--- config.mk ---
export PLATFORM = sky130hd
export DESIGN_NAME = tuned_boyer_moore_matcher
export DESIGN_NICKNAME = d
export VERILOG_FILES = /design/src/design/tbm_pkg.sv /design/src/design/tbm_table.sv /design/src/design/tbm_pattern.sv /design/src/design/tuned_boyer_moore_matcher.sv
export SDC_FILE = /design/constraint.sdc
export NUM_CORES = 2
export LEC_CHECK = 0
export BUFFER_PORTS_ARGS = -buffer_cell sky130_fd_sc_hd__clkbuf_2
export CORE_MARGIN = 2
export CORE_UTILIZATION = 50
export CTS_CLUSTER_SIZE = 40
export DETAILED_ROUTE_END_ITERATION = 10
export PLACE_DENSITY = 0.65
export SYNTH_ARGS = -nofsm -noshare
export SYNTH_HDL_FRONTEND = slang
export SYNTH_SLANG_ARGS = --single-unit
--- constraint.sdc ---
create_clock -name clk -period 30.7 [get_ports clk]
set_input_delay 6.14 -clock clk [delete_from_list [all_inputs] [get_ports clk]]
set_output_delay 6.14 -clock clk [all_outputs]
set_load 0.02 [all_outputs]
--- src/design/tbm_pkg.sv ---
// ----------------------------------------------------------------------------
// tbm_pkg
// Shared constants, opcode codes and the control word of the pattern matcher.
// ----------------------------------------------------------------------------
package tbm_pkg;

	localparam int PATTERN_MAX   = 64;
	localparam int ALPHABET_SIZE = 256;
	localparam int IDX_W         = 6;
	localparam int LEN_W         = 7;
	localparam int BYTE_W        = 8;
	localparam int POS_W         = 32;

	typedef enum logic [1:0] {
		OP_LOAD    = 2'd0,
		OP_TEXT    = 2'd1,
		OP_RESTART = 2'd2,
		OP_CLEAR   = 2'd3
	} tbm_opcode_t;

	// one operation leaving the input register, already qualified by advance
	typedef struct packed {
		logic              load;
		logic              text;
		logic              restart;
		logic              clear;
		logic [IDX_W-1:0]  idx;
		logic [BYTE_W-1:0] data;
	} tbm_ctl_t;

endpackage

--- src/design/tbm_table.sv ---
// ----------------------------------------------------------------------------
// tbm_table
// Last-occurrence table: one write and one registered read per cycle, with
// per-entry valid bits for a whole-table clear and a write-to-read bypass.
// ----------------------------------------------------------------------------
module tbm_table (
	input  logic                         clk,
	input  logic                         arst_n,
	input  logic                         rd_en,
	input  logic [tbm_pkg::BYTE_W-1:0]   rd_addr,
	input  tbm_pkg::tbm_ctl_t            ctl,
	input  logic [tbm_pkg::LEN_W-1:0]    len,
	output logic [tbm_pkg::LEN_W-1:0]    lo
);
	import tbm_pkg::*;

	logic [LEN_W-1:0]         lo_mem [ALPHABET_SIZE];
	logic [ALPHABET_SIZE-1:0] vld_q;
	logic [LEN_W-1:0]         rd_q;
	logic [BYTE_W-1:0]        addr_q;
	logic                     byp_q;
	logic [LEN_W-1:0]         byp_val_q;
	logic                     wr_en;
	logic [LEN_W-1:0]         wr_val;

	assign wr_val = LEN_W'(ctl.idx) + LEN_W'(1);
	assign wr_en  = ctl.load && (wr_val < len);

	always_ff @(posedge clk) begin
		if (wr_en) begin
			lo_mem[ctl.data] <= wr_val;
		end
		if (rd_en) begin
			rd_q      <= lo_mem[rd_addr];
			addr_q    <= rd_addr;
			// write landing on the same edge as the read
			byp_q     <= wr_en && (ctl.data == rd_addr);
			byp_val_q <= wr_val;
		end
	end

	always_ff @(posedge clk or negedge arst_n) begin
		if (!arst_n) begin
			vld_q <= '0;
		end else if (ctl.clear) begin
			vld_q <= '0;
		end else if (wr_en) begin
			vld_q[ctl.data] <= 1'b1;
		end
	end

	always_comb begin
		if (!vld_q[addr_q]) begin
			lo = '0;
		end else if (byp_q) begin
			lo = byp_val_q;
		end else begin
			lo = rd_q;
		end
	end

endmodule

--- src/design/tbm_pattern.sv ---
// ----------------------------------------------------------------------------
// tbm_pattern
// Pattern store, text window aligned to the pattern length and the parallel
// window compare.
// ----------------------------------------------------------------------------
module tbm_pattern (
	input  logic                       clk,
	input  logic                       arst_n,
	input  tbm_pkg::tbm_ctl_t          ctl,
	input  logic [tbm_pkg::LEN_W-1:0]  len,
	output logic                       hit
);
	import tbm_pkg::*;

	logic [BYTE_W-1:0]      store_q [PATTERN_MAX];
	// win_q[k] sits under pattern byte k, so win_q[m-1] is the newest text byte
	logic [BYTE_W-1:0]      win_q   [PATTERN_MAX];
	// window once the current text byte is taken in at slot m-1
	logic [BYTE_W-1:0]      win_nx  [PATTERN_MAX];
	logic [PATTERN_MAX-1:0] eq;

	always_comb begin
		for (int k = 0; k < PATTERN_MAX-1; k++) begin
			win_nx[k] = (LEN_W'(k + 1) == len) ? ctl.data : win_q[k+1];
		end
		win_nx[PATTERN_MAX-1] = ctl.data;
	end

	always_ff @(posedge clk) begin
		if (ctl.load) begin
			store_q[ctl.idx] <= ctl.data;
		end
	end

	always_ff @(posedge clk or negedge arst_n) begin
		if (!arst_n) begin
			for (int k = 0; k < PATTERN_MAX; k++) begin
				win_q[k] <= '0;
			end
		end else if (ctl.restart) begin
			for (int k = 0; k < PATTERN_MAX; k++) begin
				win_q[k] <= '0;
			end
		end else if (ctl.text) begin
			win_q <= win_nx;
		end
	end

	always_comb begin
		for (int k = 0; k < PATTERN_MAX; k++) begin
			eq[k] = (LEN_W'(k) >= len) || (win_nx[k] == store_q[k]);
		end
	end

	assign hit = &eq;

endmodule

--- src/design/tuned_boyer_moore_matcher.sv ---
// ----------------------------------------------------------------------------
// tuned_boyer_moore_matcher
// Exact pattern search over a byte stream with bad-character alignment shifts.
//
//   channel | handshake            | payload
//   --------+----------------------+-------------------------------------
//   cfg     | cfg_valid/cfg_ready  | cfg_data (pattern length)
//   in      | in_valid/in_stall    | opcode, pattern_index, data_byte
//   out     | out_valid/out_stall  | match_position, match_count
//
// One item per cycle while the input is not stalled; an item sits in the
// input register, where the table read, window compare and alignment update
// are done, and a match lands in the output register the cycle after.
// The input stalls only while a match waits in that register and the output
// is stalled. Length writes are taken while the input register is empty.
// Reset clears the table valid bits, window, counters and sets length 1.
// ----------------------------------------------------------------------------
module tuned_boyer_moore_matcher (
	input  logic                        clk,
	input  logic                        arst_n,
	input  logic                        cfg_valid,
	output logic                        cfg_ready,
	input  logic [tbm_pkg::LEN_W-1:0]   cfg_data,
	input  logic                        in_valid,
	output logic                        in_stall,
	input  logic [1:0]                  opcode,
	input  logic [tbm_pkg::IDX_W-1:0]   pattern_index,
	input  logic [tbm_pkg::BYTE_W-1:0]  data_byte,
	output logic                        out_valid,
	input  logic                        out_stall,
	output logic [tbm_pkg::POS_W-1:0]   match_position,
	output logic [tbm_pkg::POS_W-1:0]   match_count
);
	import tbm_pkg::*;

	logic              valid_s1;
	tbm_opcode_t       opcode_s1;
	logic [IDX_W-1:0]  idx_s1;
	logic [BYTE_W-1:0] data_s1;

	logic [LEN_W-1:0]  len_q;
	logic [POS_W-1:0]  pos_q;
	logic [POS_W-1:0]  align_q;
	logic [POS_W-1:0]  end_q;
	logic [POS_W-1:0]  cnt_q;
	logic              out_valid_q;
	logic [POS_W-1:0]  position_q;
	logic [POS_W-1:0]  count_q;

	logic              accept;
	logic              cfg_we;
	logic [LEN_W-1:0]  cfg_len;
	logic              at_end;
	logic              hit;
	logic              produce;
	logic              out_free;
	logic              adv;
	logic [LEN_W-1:0]  lo;
	logic [LEN_W-1:0]  shift;
	logic [POS_W-1:0]  cnt_next;
	tbm_ctl_t          ctl;

	assign accept    = in_valid && !in_stall;
	assign cfg_ready = !valid_s1;
	assign cfg_we    = cfg_valid && cfg_ready;

	always_comb begin
		if (cfg_data == '0) begin
			cfg_len = LEN_W'(1);
		end else if (cfg_data > LEN_W'(PATTERN_MAX)) begin
			cfg_len = LEN_W'(PATTERN_MAX);
		end else begin
			cfg_len = cfg_data;
		end
	end

	assign at_end   = (pos_q == end_q);
	assign produce  = valid_s1 && (opcode_s1 == OP_TEXT) && at_end && hit;
	assign out_free = !out_valid_q || !out_stall;
	assign adv      = valid_s1 && (!produce || out_free);
	assign in_stall = valid_s1 && !adv;

	// stale entries from a longer pattern shift by one
	assign shift    = (lo >= len_q) ? LEN_W'(1) : (len_q - lo);
	assign cnt_next = (&cnt_q) ? cnt_q : (cnt_q + POS_W'(1));

	always_comb begin
		ctl         = '0;
		ctl.load    = adv && (opcode_s1 == OP_LOAD);
		ctl.text    = adv && (opcode_s1 == OP_TEXT);
		ctl.restart = (adv && (opcode_s1 == OP_RESTART)) || cfg_we;
		ctl.clear   = adv && (opcode_s1 == OP_CLEAR);
		ctl.idx     = idx_s1;
		ctl.data    = data_s1;
	end

	tbm_table u_table (
		.clk     (clk),
		.arst_n  (arst_n),
		.rd_en   (accept),
		.rd_addr (data_byte),
		.ctl     (ctl),
		.len     (len_q),
		.lo      (lo)
	);

	tbm_pattern u_pattern (
		.clk    (clk),
		.arst_n (arst_n),
		.ctl    (ctl),
		.len    (len_q),
		.hit    (hit)
	);

	always_ff @(posedge clk) begin
		if (accept) begin
			opcode_s1 <= tbm_opcode_t'(opcode);
			idx_s1    <= pattern_index;
			data_s1   <= data_byte;
		end
		if (produce && adv) begin
			position_q <= align_q;
			count_q    <= cnt_next;
		end
	end

	always_ff @(posedge clk or negedge arst_n) begin
		if (!arst_n) begin
			valid_s1    <= 1'b0;
			out_valid_q <= 1'b0;
		end else begin
			if (accept) begin
				valid_s1 <= 1'b1;
			end else if (adv) begin
				valid_s1 <= 1'b0;
			end
			if (produce && adv) begin
				out_valid_q <= 1'b1;
			end else if (!out_stall) begin
				out_valid_q <= 1'b0;
			end
		end
	end

	always_ff @(posedge clk or negedge arst_n) begin
		if (!arst_n) begin
			len_q   <= LEN_W'(1);
			pos_q   <= '0;
			align_q <= '0;
			end_q   <= '0;
			cnt_q   <= '0;
		end else if (cfg_we) begin
			len_q   <= cfg_len;
			pos_q   <= '0;
			align_q <= '0;
			end_q   <= POS_W'(cfg_len - LEN_W'(1));
			cnt_q   <= '0;
		end else if (adv) begin
			case (opcode_s1)
				OP_RESTART: begin
					pos_q   <= '0;
					align_q <= '0;
					end_q   <= POS_W'(len_q - LEN_W'(1));
					cnt_q   <= '0;
				end
				OP_TEXT: begin
					pos_q <= pos_q + POS_W'(1);
					if (at_end) begin
						align_q <= align_q + POS_W'(shift);
						end_q   <= end_q + POS_W'(shift);
					end
					if (produce) begin
						cnt_q <= cnt_next;
					end
				end
				default: begin
				end
			endcase
		end
	end

	assign out_valid      = out_valid_q;
	assign match_position = position_q;
	assign match_count    = count_q;

	// alignment end always leads the alignment start by the length less one
	a_end_tracks_align: assert property (@(posedge clk) disable iff (!arst_n)
		(end_q - align_q) == POS_W'(len_q - LEN_W'(1)))
		else $error("alignment end out of step with alignment start");

	a_count_nonzero: assert property (@(posedge clk) disable iff (!arst_n)
		out_valid_q |-> (count_q != '0))
		else $error("result shown with zero match count");

	a_count_monotonic: assert property (@(posedge clk) disable iff (!arst_n)
		(adv && (opcode_s1 == OP_TEXT) && !cfg_we) |=> (cnt_q >= $past(cnt_q)))
		else $error("match count went down on a text byte");

	a_match_at_end: assert property (@(posedge clk) disable iff (!arst_n)
		(produce && adv) |=> (out_valid_q && (position_q == $past(align_q))))
		else $error("match not captured at current alignment");

endmodule
==> flow_summary.json <==
{
  "cap_viol_max_count": 0,
  "seq_area_frac_synth": 0.659,
  "antenna_found_initial": 13,
  "slowest_stage": "dfstp_2",
  "drc": 0,
  "ys_types": 94,
  "tightest_slew_ps": 1360,
  "root_buffer": "clkbuf_16",
  "min_path_type": "reg -> reg",
  "finalHoldViolations": 0,
  "rows": 196,
  "cts_tree": "yes",
  "coreArea_mm2": 0.285,
  "r2r_end": "align_q[30]$_DFFE_PN0P_",
  "finalSetupViolCount": 0,
  "cts_resized": 0,
  "syn_avg_cell_area_um2": 14.5,
  "worstHoldEndpoint": "match_position[27]$_DFFE_PP_",
  "synth_seq_cells": 3296,
  "power.density_mw_per_mm2": 62.4,
  "p_leak_nw": 54.5,
  "rsz0062_at_grt": "no",
  "first_global_vias": 88744,
  "cp-start-kind": "register",
  "synth-edff-count": 2399,
  "die_y_um": 540,
  "required_ps": 24560,
  "cpMostUsedCell": "buf_4",
  "syn_nets": 9932,
  "arrival_ps": 7240,
  "fin_skew_ps": 61.5,
  "dpl_cell_area_mm2": 0.148,
  "fin_area_mm2": 0.159,
  "fmax_mhz": 74.7,
  "drt_iter0_markers": 11207,
  "syn2layout_area_growth_pct": 10.9,
  "grt_pass1_wl_um": 607000,
  "antenna_left": 0,
  "synth_cells": 9873,
  "critPathKind": "reg -> out",
  "hpwl_um": 253000,
  "slowest_delay_ps": 880,
  "clk_latency_ps": 910,
  "drive_gt1_frac": 0.158,
  "yosys-top-cells-area": "edfxtp_1 50%, dfrtp_1 16%, mux4_2 11%",
  "ys.flop_type": "edfxtp_1",
  "seqPwrFrac": 0.494,
  "worst_slack_ps": 17320,
  "reg2reg_from": "u_table.addr_q[0]$_DFFE_PP_",
  "dr.pass1.iters": 7,
  "path_clk_slew_ps": 60,
  "internal_power_mw": 7.54,
  "start_util": 0.503,
  "hold_buffers": 0,
  "cts_inserted_buffers": 340,
  "clk_path_buf_depth": 4,
  "run_status": "complete, no violations",
  "finalNetCount": 9896,
  "gr-total-overflow": 0,
  "swShare": 0.241,
  "dieArea_mm2": 0.291,
  "crit_chain": "inv_1, ha_1, nand2_2, buf_4, nor2_1, mux2i_1, xnor2_1, nor4_1, a221oi_1, a2111oi_1, buf_4, nand4b_1, nor4_2, buf_4, nand2_1, inv_1, clkbuf_2",
  "comb_power_share": 0.083,
  "power.net_switching_mw": 2.39,
  "crit_fanout": 35,
  "wirelength_um": 412000,
  "synth_top_area_frac": 0.502,
  "p_clk_frac": 0.423,
  "netlist_area_mm2": 0.143,
  "grt_max_degree": 227,
  "yosys_warnings": 0,
  "cts_sinks": 3296,
  "postCtsSetupRepairBufs": 0,
  "timing.reg2reg.setup_slack_ps": 20900,
  "place_ws_ps": 17450,
  "async_flop_share": 0.272,
  "min-delay-start": "align_q[27]$_DFFE_PN0P_",
  "tns_ps": 0,
  "wl_per_cell_um": 29.7,
  "grt_usage": 0.280,
  "cts-htree-levels": 5,
  "worstHoldPathCells": 0,
  "portBuffers": 94,
  "period_minus_slack_ps": 13380,
  "vias": 90545,
  "timing.final.crit_share": 0.436,
  "gp_congestion": 0.956,
  "cp-end-kind": "output pin",
  "routed_via_density": 6.52,
  "worst-r2r-cell-count": 25,
  "yosysTopAreaCell": "edfxtp_1",
  "ioPinCount": 95,
  "fp.dieW_um": 540,
  "relSlewSlack": 0.0912,
  "ir_drop_uv": 49.8,
  "slew_viol_final": 0
}
-- metal layers --
metal	global-route usage	wire length, um	up-vias
met2	0.429	190000	4755
met3	0.0550	39500	911
met4	0.109	17500	10
met1	0.398	165000	46804
met5	0	65	-
li1	-	-	38065
-- worst max path at each step --
stage	from	to	cells after the start
after global placement	out_stall	in_stall	5
after floorplan	out_stall	in_stall	4
after CTS	out_stall	in_stall	5
after global routing	len_q[0]$_DFFE_PN1P_	in_stall	17
after detailed placement	out_stall	in_stall	5
final	len_q[0]$_DFFE_PN1P_	in_stall	17
-- flip-flops by register name, summed over array words and instances, names as in the netlist, 8 cells and up --
register           count
match_position        32
cnt_q                 32
u_table.addr_q         8
match_count           32
u_pattern.store_q    512
align_q               32
end_q                 32
pos_q                 32
u_table.vld_q        256
u_table.lo_mem      1792
u_pattern.win_q      504
-- final cells by class --
type / instances / area [um^2]
flip-flops and latches: 3296 / 94500
clock inverters: 169 / 1840
clock buffers: 459 / 9450
multi-input cells: 5683 / 45500
inverters: 237 / 906
repair buffers: 279 / 2140
diodes: 11 / 27.5
fillers: 22168 / 126000
well taps: 3762 / 4710
-- synth_stat cells, types with 32 or more instances --
cell type and count:
a21oi_1 405, nor4_1 90, and2_1 33, nand2_1 674
and3_1 70, mux4_2 680, xnor2_1 271, nor2_1 664
o211ai_1 51, a211oi_1 42, edfxtp_1 2399, xor2_1 171
a22o_1 69, nand3_1 141, inv_1 229, buf_2 85
or4_1 36, mux2i_1 148, clkbuf_1 429, o21ai_0 277
nor3_1 195, o21a_1 282, nand4_1 139, buf_1 105
o22ai_1 175, o31ai_1 53, nand2b_1 57, dfrtp_1 896
a31oi_1 48, mux2_2 32, nor2b_1 52, o21ai_1 361
-- cells in the final DEF (no fill, tap or decap), types with 277 or more instances in the layout --
cell type	synthesis	routed
nand2_1	674	670
edfxtp_1	2399	2399
o21ai_0	277	277
clkbuf_16	0	346
nor2_1	664	659
dfrtp_1	896	893
o21a_1	282	282
o21ai_1	361	360
mux4_2	680	680
a21oi_1	405	405
-- worst max-delay path, delay by kind of cell (launching register included) --
kind	cells	cell delay, ps
AOI/OAI and AO/OA	2	800
buffers and inverters	6	1650
DFF	1	880
and+or+nand+nor	6	2240
muxes	1	320
adders and majority gates	1	340
xor gates and xnor gates	1	100
-- kinds of logic after synthesis --
family / count (synthesis) / share of synthesized area
AND/OR/NAND/NOR: 2282 / 0.0752
multiplexers: 860 / 0.120
adder cells (fa/ha/maj): 38 / 0.00324
flip-flops: 3296 / 0.659
AO/OA/AOI/OAI: 2061 / 0.0910
buffers and inverters: 894 / 0.0254
XOR/XNOR: 442 / 0.0270
-- stage by stage --
stage	hold WS (ps)	utilization	power, mW	instances
after floorplan	423	-	5.48	9873
after global placement	461	0.518	5.79	13257
after detailed placement	459	0.518	5.81	13257
after CTS	473	0.558	9.96	13885
after global routing	500	0.558	10.2	13887
final	472	0.558	9.93	13896
-- power groups by stage --
stage | clock (mW) | combinational [mW] | sequential [mW]
global placement | 0 | 0.793 | 4.99
finish | 4.20 | 0.823 | 4.91
detailed placement | 0 | 0.810 | 5.00
global route | 4.42 | 0.862 | 4.91
CTS | 4.25 | 0.812 | 4.91
floorplan | 0 | 0.470 | 5.01
(Power assumes the default switching activity.)
